`src/rtl/droe_pkg.sv`:
```
// ---------------------------------------------------------------------------
// droe_pkg: shared types and constants of the depth raster occlusion engine
// Payload structs, operation and register codes, and the fixed widths of
// the edge-function and depth-interpolation datapaths.
// ---------------------------------------------------------------------------
package droe_pkg;

  localparam int MAX_WIDTH       = 256;
  localparam int MAX_HEIGHT      = 256;
  localparam int COORD_FRAC_BITS = 4;
  localparam int STORE_DEPTH     = MAX_WIDTH * MAX_HEIGHT;
  localparam int ADDR_W          = $clog2(STORE_DEPTH);
  localparam int DIM_W           = 9;
  localparam int COORD_W         = 20;
  localparam int DEPTH_W         = 32;
  localparam int COUNT_W         = 17;
  localparam int CFG_IDX_W       = 2;

  // edge functions, weights and the long-division remainder
  localparam int K_W    = 48;
  localparam int HALF_W = K_W / 2;
  localparam int MP_W   = HALF_W + DEPTH_W;
  localparam int ACC_W  = K_W + DEPTH_W;
  localparam int REM_W  = K_W + 1;
  localparam int DIFF_W = COORD_W + 2;
  localparam int PROD_W = 2 * DIFF_W;

  localparam logic [DEPTH_W-1:0] DEPTH_CEILING = 32'hFFFF_FF00;
  localparam logic [DEPTH_W-1:0] DEPTH_CLEAR   = 32'hFFFF_FFFF;

  localparam logic [1:0] OP_CLEAR = 2'd0;
  localparam logic [1:0] OP_FILL  = 2'd1;
  localparam logic [1:0] OP_TRI   = 2'd2;
  localparam logic [1:0] OP_TEST  = 2'd3;

  localparam logic [CFG_IDX_W-1:0] REG_FRAME_WIDTH  = 2'd0;
  localparam logic [CFG_IDX_W-1:0] REG_FRAME_HEIGHT = 2'd1;

  typedef struct packed {
    logic [1:0]                op;
    logic [15:0]               pixel_index;
    logic signed [COORD_W-1:0] ax;
    logic signed [COORD_W-1:0] ay;
    logic [DEPTH_W-1:0]        az;
    logic signed [COORD_W-1:0] bx;
    logic signed [COORD_W-1:0] by;
    logic [DEPTH_W-1:0]        bz;
    logic signed [COORD_W-1:0] cx;
    logic signed [COORD_W-1:0] cy;
    logic [DEPTH_W-1:0]        cz;
  } droe_in_t;

  typedef struct packed {
    logic               visible;
    logic [COUNT_W-1:0] pixels_covered;
  } droe_out_t;

  typedef struct packed {
    logic               we;
    logic [ADDR_W-1:0]  waddr;
    logic [DEPTH_W-1:0] wdata;
    logic               re;
    logic [ADDR_W-1:0]  raddr;
  } droe_mem_req_t;

  typedef struct packed {
    logic               start;
    logic [K_W-1:0]     w0;
    logic [K_W-1:0]     w1;
    logic [K_W-1:0]     w2;
    logic [K_W-1:0]     sum;
    logic [DEPTH_W-1:0] z0;
    logic [DEPTH_W-1:0] z1;
    logic [DEPTH_W-1:0] z2;
  } droe_ip_req_t;

  typedef struct packed {
    logic               done;
    logic [DEPTH_W-1:0] depth;
  } droe_ip_rsp_t;

  function automatic logic [DEPTH_W-1:0] sat_depth(input logic [DEPTH_W-1:0] v);
    return (v > DEPTH_CEILING) ? DEPTH_CEILING : v;
  endfunction

endpackage

```
`src/rtl/droe_interp.sv`:
```
// ---------------------------------------------------------------------------
// droe_interp: depth interpolation unit
// Sums w0*z0 + w1*z1 + w2*z2 with one 24x32 multiplier, then divides by the
// weight sum one quotient bit per cycle.
// ---------------------------------------------------------------------------
module droe_interp import droe_pkg::*; (
  input  logic         clk,
  input  logic         rst_n,
  input  droe_ip_req_t req,
  output droe_ip_rsp_t rsp
);

  typedef enum logic [2:0] {
    IP_IDLE = 3'b001,
    IP_MUL  = 3'b010,
    IP_DIV  = 3'b100
  } ip_state_t;

  ip_state_t            state_r;
  logic [K_W-1:0]       w0_r, w1_r, w2_r, sum_r;
  logic [DEPTH_W-1:0]   z0_r, z1_r, z2_r;
  logic [2:0]           mcnt_r;
  logic [4:0]           dcnt_r;
  logic [MP_W-1:0]      prod_r;
  logic                 prod_hi_r;
  logic [ACC_W-1:0]     acc_r;
  logic [REM_W-1:0]     rem_r;
  logic [DEPTH_W-1:0]   num_r, q_r, depth_r;
  logic                 done_r;

  logic [HALF_W-1:0]    mul_w;
  logic [DEPTH_W-1:0]   mul_z;
  logic [MP_W-1:0]      prod;
  logic [ACC_W-1:0]     acc_add, acc_sum;
  logic [REM_W-1:0]     rem_sh, rem_sub;
  logic                 ge;

  always_comb begin
    case (mcnt_r)
      3'd0:    begin mul_w = w0_r[HALF_W-1:0];   mul_z = z0_r; end
      3'd1:    begin mul_w = w0_r[K_W-1:HALF_W]; mul_z = z0_r; end
      3'd2:    begin mul_w = w1_r[HALF_W-1:0];   mul_z = z1_r; end
      3'd3:    begin mul_w = w1_r[K_W-1:HALF_W]; mul_z = z1_r; end
      3'd4:    begin mul_w = w2_r[HALF_W-1:0];   mul_z = z2_r; end
      3'd5:    begin mul_w = w2_r[K_W-1:HALF_W]; mul_z = z2_r; end
      default: begin mul_w = '0;                 mul_z = '0;   end
    endcase
  end

  assign prod    = MP_W'(mul_w) * MP_W'(mul_z);
  assign acc_add = prod_hi_r ? {prod_r, {HALF_W{1'b0}}} : {{HALF_W{1'b0}}, prod_r};
  assign acc_sum = acc_r + acc_add;

  // restoring division; the quotient fits 32 bits since weights sum to sum_r
  assign rem_sh  = {rem_r[REM_W-2:0], num_r[DEPTH_W-1]};
  assign ge      = rem_sh >= {1'b0, sum_r};
  assign rem_sub = rem_sh - {1'b0, sum_r};

  always_ff @(posedge clk) begin
    if (!rst_n) begin
      state_r <= IP_IDLE;
      done_r  <= 1'b0;
    end else begin
      done_r <= 1'b0;
      case (state_r)
        IP_IDLE: begin
          if (req.start) begin
            w0_r    <= req.w0;
            w1_r    <= req.w1;
            w2_r    <= req.w2;
            sum_r   <= req.sum;
            z0_r    <= req.z0;
            z1_r    <= req.z1;
            z2_r    <= req.z2;
            acc_r   <= '0;
            mcnt_r  <= '0;
            state_r <= IP_MUL;
          end
        end
        IP_MUL: begin
          prod_r    <= prod;
          prod_hi_r <= mcnt_r[0];
          if (mcnt_r != 3'd0) begin
            acc_r <= acc_sum;
          end
          mcnt_r <= mcnt_r + 3'd1;
          if (mcnt_r == 3'd6) begin
            rem_r   <= {1'b0, acc_sum[ACC_W-1:DEPTH_W]};
            num_r   <= acc_sum[DEPTH_W-1:0];
            dcnt_r  <= '0;
            state_r <= IP_DIV;
          end
        end
        IP_DIV: begin
          rem_r  <= ge ? rem_sub : rem_sh;
          num_r  <= {num_r[DEPTH_W-2:0], 1'b0};
          q_r    <= {q_r[DEPTH_W-2:0], ge};
          dcnt_r <= dcnt_r + 5'd1;
          if (dcnt_r == 5'd31) begin
            depth_r <= sat_depth({q_r[DEPTH_W-2:0], ge});
            done_r  <= 1'b1;
            state_r <= IP_IDLE;
          end
        end
        default: state_r <= IP_IDLE;
      endcase
    end
  end

  assign rsp.done  = done_r;
  assign rsp.depth = depth_r;

endmodule

```
`config.mk`:
```
export PLATFORM = sky130hd
export DESIGN_NAME = droe_interp
export DESIGN_NICKNAME = d
export VERILOG_FILES = /design/src/rtl/droe_pkg.sv /design/src/rtl/droe_interp.sv
export SDC_FILE = /design/constraint.sdc
export NUM_CORES = 2
export LEC_CHECK = 0
export BUFFER_PORTS_ARGS = -buffer_cell sky130_fd_sc_hd__clkbuf_2
export CAP_MARGIN = 10
export CORE_MARGIN = 5
export CORE_UTILIZATION = 57
export DETAILED_ROUTE_END_ITERATION = 6
export PLACE_DENSITY = 0.77
export SYNTH_ARGS = -nofsm -noshare
export SYNTH_HDL_FRONTEND = slang
export SYNTH_SLANG_ARGS = --single-unit
```
`constraint.sdc`:
```
create_clock -name clk -period 16.9 [get_ports clk]
set_input_delay 4.225 -clock clk [delete_from_list [all_inputs] [get_ports clk]]
set_output_delay 4.225 -clock clk [all_outputs]
set_load 0.02 [all_outputs]
```
# Word-level counts from Yosys, hierarchy flattened
# Cells that the tools add are included.
word_totals:
  reg_bits: 580
  input_bits: 291
  output_inout_bits: 33
  word_cells: 74
classes:
  add_sub_neg: 4
  n_mul: 1
  magnitude_cmp: 2
  n_eq_ne: 14
  muxes: 20
  reduce_logical: 15
ops:
  columns: ["cell", "count"]
  rows:
  - ["80-bit two-way mux", 3]
  - ["80-bit case mux with 2 select lines", 1]
  - ["24-bit case mux with 6 select lines", 1]
  - ["48-bit two-way mux", 2]
  - ["32-bit case mux with 3 select lines", 1]
  - ["48-bit case mux with 2 select lines", 1]
  - ["80-bit adder", 1]
  - ["32-bit case mux with 2 select lines", 1]
  - ["24-bit by 32-bit multiplier with 56-bit output", 1]
  - ["49-bit by 48-bit >= comparator with 1-bit output", 1]
  - ["48-bit subtractor", 1]
  - ["32-bit greater-than comparator, second input constant", 1]
  - ["32-bit two-way mux", 1]
  - ["3-bit AND reduction", 5]
  - ["3-bit == test, second input constant", 4]
  - ["3-bit two-way mux", 4]
  - ["5-bit case mux with 2 select lines", 1]
  - ["3-bit by 2-bit == test with 1-bit output, second input constant", 3]
  - ["3-bit case mux with 3 select lines", 1]
  - ["2-bit inequality test, second input constant", 4]
  - ["3-bit by 1-bit == test with 1-bit output, second input constant", 2]
  - ["3-bit case mux with 2 select lines", 1]
  - ["2-bit OR reduction", 3]
  - ["5-bit by 1-bit adder with 5-bit output, second input constant", 1]
  - ["other kinds (9)", 11]

# Longest topological paths before layout
logic_depth:
  depth_word: 4
  depth_mapped: 38
  depth_no_buf: 32

# Least setup slack after synthesis
# Ideal clock, no wire load.
synth_timing:
  path_type: "in2reg"
  from: "input port req[288] in the netlist's numbering"
  to: "register sum_r[0], enable pin"
  arrival_ps: 16304
  slack_ps: -348
  path_stages: 2
  path_cell_list: "nand3b_1 > nor2_1"
synth_via:
  elab_chain_len: 1
synth_lines:
  columns: ["element", "line", "rtl"]
  rows:
  - ["from (decl)", "droe_interp.sv:9", "input droe_ip_req_t req,"]
  - ["3-bit AND reduction (no line)", null, null]
  - ["to (signal assigned)", "droe_interp.sv:71", "sum_r <= req.sum;"]
  - ["to (decl)", "droe_interp.sv:20", "logic [K_W-1:0] w0_r, w1_r, w2_r, sum_r;"]
# No other way between the ends.
# A chain may end at the register's enable or synchronous reset.

# Worst setup path after layout
layout_timing:
  from: "register mcnt_r[0]"
  to: "register prod_r[51], data pin"
layout_via:
  elab_chain_len: 4
layout_lines:
  columns: ["element", "line", "rtl"]
  rows:
  - ["from (decl)", "droe_interp.sv:22", "logic [2:0] mcnt_r;"]
  - ["from (signal assigned)", "droe_interp.sv:86", "mcnt_r <= mcnt_r + 3'd1;"]
  - ["3-bit == test (tied with other cells)", "droe_interp.sv:39", "case (mcnt_r)"]
  - ["2-bit OR reduction (no line)", null, null]
  - ["32-bit case mux with 3 select lines", "droe_interp.sv:39", null]
  - ["24-bit by 32-bit multiplier with 56-bit output *", "droe_interp.sv:50", "assign prod = MP_W'(mul_w) * MP_W'(mul_z);"]
  - ["net prod[51]", "droe_interp.sv:33", "logic [MP_W-1:0] prod;"]
  - ["to (signal assigned)", "droe_interp.sv:81", "prod_r <= prod;"]
  - ["to (decl)", "droe_interp.sv:24", "logic [MP_W-1:0] prod_r;"]
# The timed path passes the listed nets; every way through them passes the cells marked *.

==> impl_metrics.yaml <==
clocking:
  cts_hold_buffers: 0
  h-tree-depth: 2
  clkLatencyLatePin_ns: 0.67
  cts.repair.resized: 0
  cts_buffers: 60
  clk_pin_slew_ns: 0.06
  cts_tree: "yes"
  post_cts_buffers: 0
  cts.sinks: 580
  cts-root-buf: "clkbuf_16"
  cts.path.max_buffers: 3
synthesis:
  yosys.area.top_type: "edfxtp_1"
  async_flop_share_pct: 0
  yosys_warnings: 0
  synth_nets: 6666
  synthesis.area_um2: 53710
  synth_cell_type_count: 87
  ys_ff_latch: 580
  synth_area_leaders: "edfxtp_1, fa_1, ha_1"
  synth_cells: 5399
  synth_ff_type: "edfxtp_1"
  ys_seq_area_share_pct: 32.35
  syn_avg_cell_area_um2: 9.948
  synth_top_area_share_pct: 32.21
  synth-edff-count: 576
setup_path:
  path_common_cell: "fa_1"
  path_class: "reg -> reg"
  startpoint_type: "flop"
  r2r_cells: 29
  slowest_stage: "nand2_1"
  cp-end-kind: "flop"
  crit_path_max_fanout: 32
  slowest_delay_ns: 0.78
  crit_arrival_ns: 10.33
  required_ns: 17.31
power:
  power_density_nw_per_um2: 178.6
  power_uw: 10410
  ir_worst_vdd_v: 0.0003043
  power.leakage_uw: 0.02589
routing:
  wl_per_cell_um: 21.37
  vias: 39744
  wirelength_um: 146800
  drtIter0Drc: 3679
  ant_nets: 0
  drcViolationCount: 0
  via_per_inst: 5.785
  first_pass_iters: 6
cells_and_area:
  layout_commonest_cell: "inv_1"
  fin_nets: 6834
  areaGrowthSynthToFinish_pct: 8.536
  drive_gt1_share_pct: 10.55
  final_cell_mix: "inv_1, nand2_1, fa_1"
die:
  die_height_um: 317.0
  die_w_um: 317.0
  design.core.area_um2: 93470
  io_pins: 324
  dieArea_um2: 100500
  row_count: 112
  start_util_pct: 57.46
sta:
  hold_viol: 0
  relSlewSlack_pct: 20.67
  fin_crit_ns: 9.924
  setup_viol: 0
  setup_slack_ns: 6.976
  worstMarginPinSlew_ns: 1.187
  timing.final.max_slew_violations: 0
  skew_ns: 0.06163
  finalCritPeriodShare_pct: 58.72
  rsz0062_at_grt: "false"
  finalSetupTns_ns: 0
  fmax_mhz: 100.8
  whs_ns: 0.4463
place:
  dp_slack_ns: 7.119
  place_hpwl_um: 113700
  place.port_buffers: 323
  place_congestion: 0.9942
global_routing:
  grt_pass1_vias: 41285
  antenna_found_initial: 1
  grt_pass1_wl_um: 228900
  grt_overflow: 0
  grt_max_degree: 84
  grt_usage_pct: 29.42
status:
  outcome: "completed"
flow_run:
  maxCapViolCount: 0
hold_path:
  holdPathStages: 0
  min_path_type: "reg -> reg"
[layout make-up]
cell class | count | area [µm²]
Inverter | 861 | 3232
Timing Repair Buffer | 398 | 2180
Multi-Input combinational cell | 3666 | 32030
Sequential cell | 580 | 17380
Clock inverter | 38 | 335.3
Fill cell | 7645 | 35180
Tap cell | 1254 | 1569
Antenna cell | 2 | 5.005
Clock buffer | 71 | 1564
[Yosys cell counts, drive strengths merged (18+ instances only)]
cell and instances:
a21o 102, a21oi 221, a22oi 54, a31oi 36
and2 122, and3 23, buf 19, clkbuf 273
edfxtp 576, fa 660, ha 316, inv 861
mux2 72, mux2i 18, nand2 783, nand2b 22
nand3 43, nand4 61, nor2 433, nor2b 42
nor3 21, o211ai 30, o21a 39, o21ai 194
o21bai 32, xnor2 94, xor2 78
[per-stage QoR]
stage,utilization [%],instances,instance area [µm²]
final,62.36,6870,58290
after global routing,62.36,6868,58290
after CTS,62.36,6868,58290
after detailed placement,60.33,6759,56390
after global placement,60.33,6759,56390
after floorplan,-,5399,53710
[layer usage]
layer / GRT usage (%) / share of wire [%]
met5: 0 / 0
met4: 12.33 / 5.3
met3: 5.943 / 9.1
met2: 49.09 / 47
met1: 37.88 / 39
[critical path, delay by kind of cell (launching register included)]
family	cells	cell delay, ns
XOR/XNOR	1	0.15
AND/OR/NAND/NOR	6	2.23
buffers and inverters	4	0.28
AO/OA/AOI/OAI	9	2.48
adder cells (fa/ha/maj)	9	4.02
flip-flops	1	0.45
[cells by family (layout without fill, tap and decap cells)]
logic type,after synthesis,after routing,share of synthesized area [%]
and+or+nand+nor,1603,1603,12.96
DFF,580,580,32.35
xor gates and xnor gates,172,172,2.805
adders and majority gates,976,976,31.96
AOI/OAI and AO/OA,825,825,9.910
other,0,2,0
muxes,90,90,1.845
buffers and inverters,1153,1368,8.168
[sequential cells by signal, indices dropped and copies added (netlist names)]
name / count
depth_r: 32
done_r: 1
rem_r: 48
q_r: 31
dcnt_r: 5
z2_r: 32
sum_r: 48
mcnt_r: 3
w1_r: 48
w2_r: 48
prod_hi_r: 1
z1_r: 32
z0_r: 32
num_r: 32
state_r: 3
acc_r: 80
w0_r: 48
prod_r: 56
[power by group]
group          total, µW  leakage, µW  internal [µW]  switching (µW)
combinational       7150       0.0196           2780            4370
clock               1280     0.000923            701             580
sequential          1990      0.00533           1950            37.6
[final timing paths]
| check | startpoint | endpoint | slack [ns] |
|---|---|---|---|
| worst max-delay path | mcnt_r[0]$_SDFFCE_PN0P_ | prod_r[51]$_DFFE_PP_ | 6.98 |
| worst min-delay path | q_r[6]$_DFFE_PP_ | q_r[7]$_DFFE_PP_ | 0.45 |
| worst max register to register | mcnt_r[0]$_SDFFCE_PN0P_ | prod_r[51]$_DFFE_PP_ | 6.98 |
| worst min register to register | q_r[6]$_DFFE_PP_ | q_r[7]$_DFFE_PP_ | 0.45 |
Note: power is estimated with default switching activity, not from simulation.
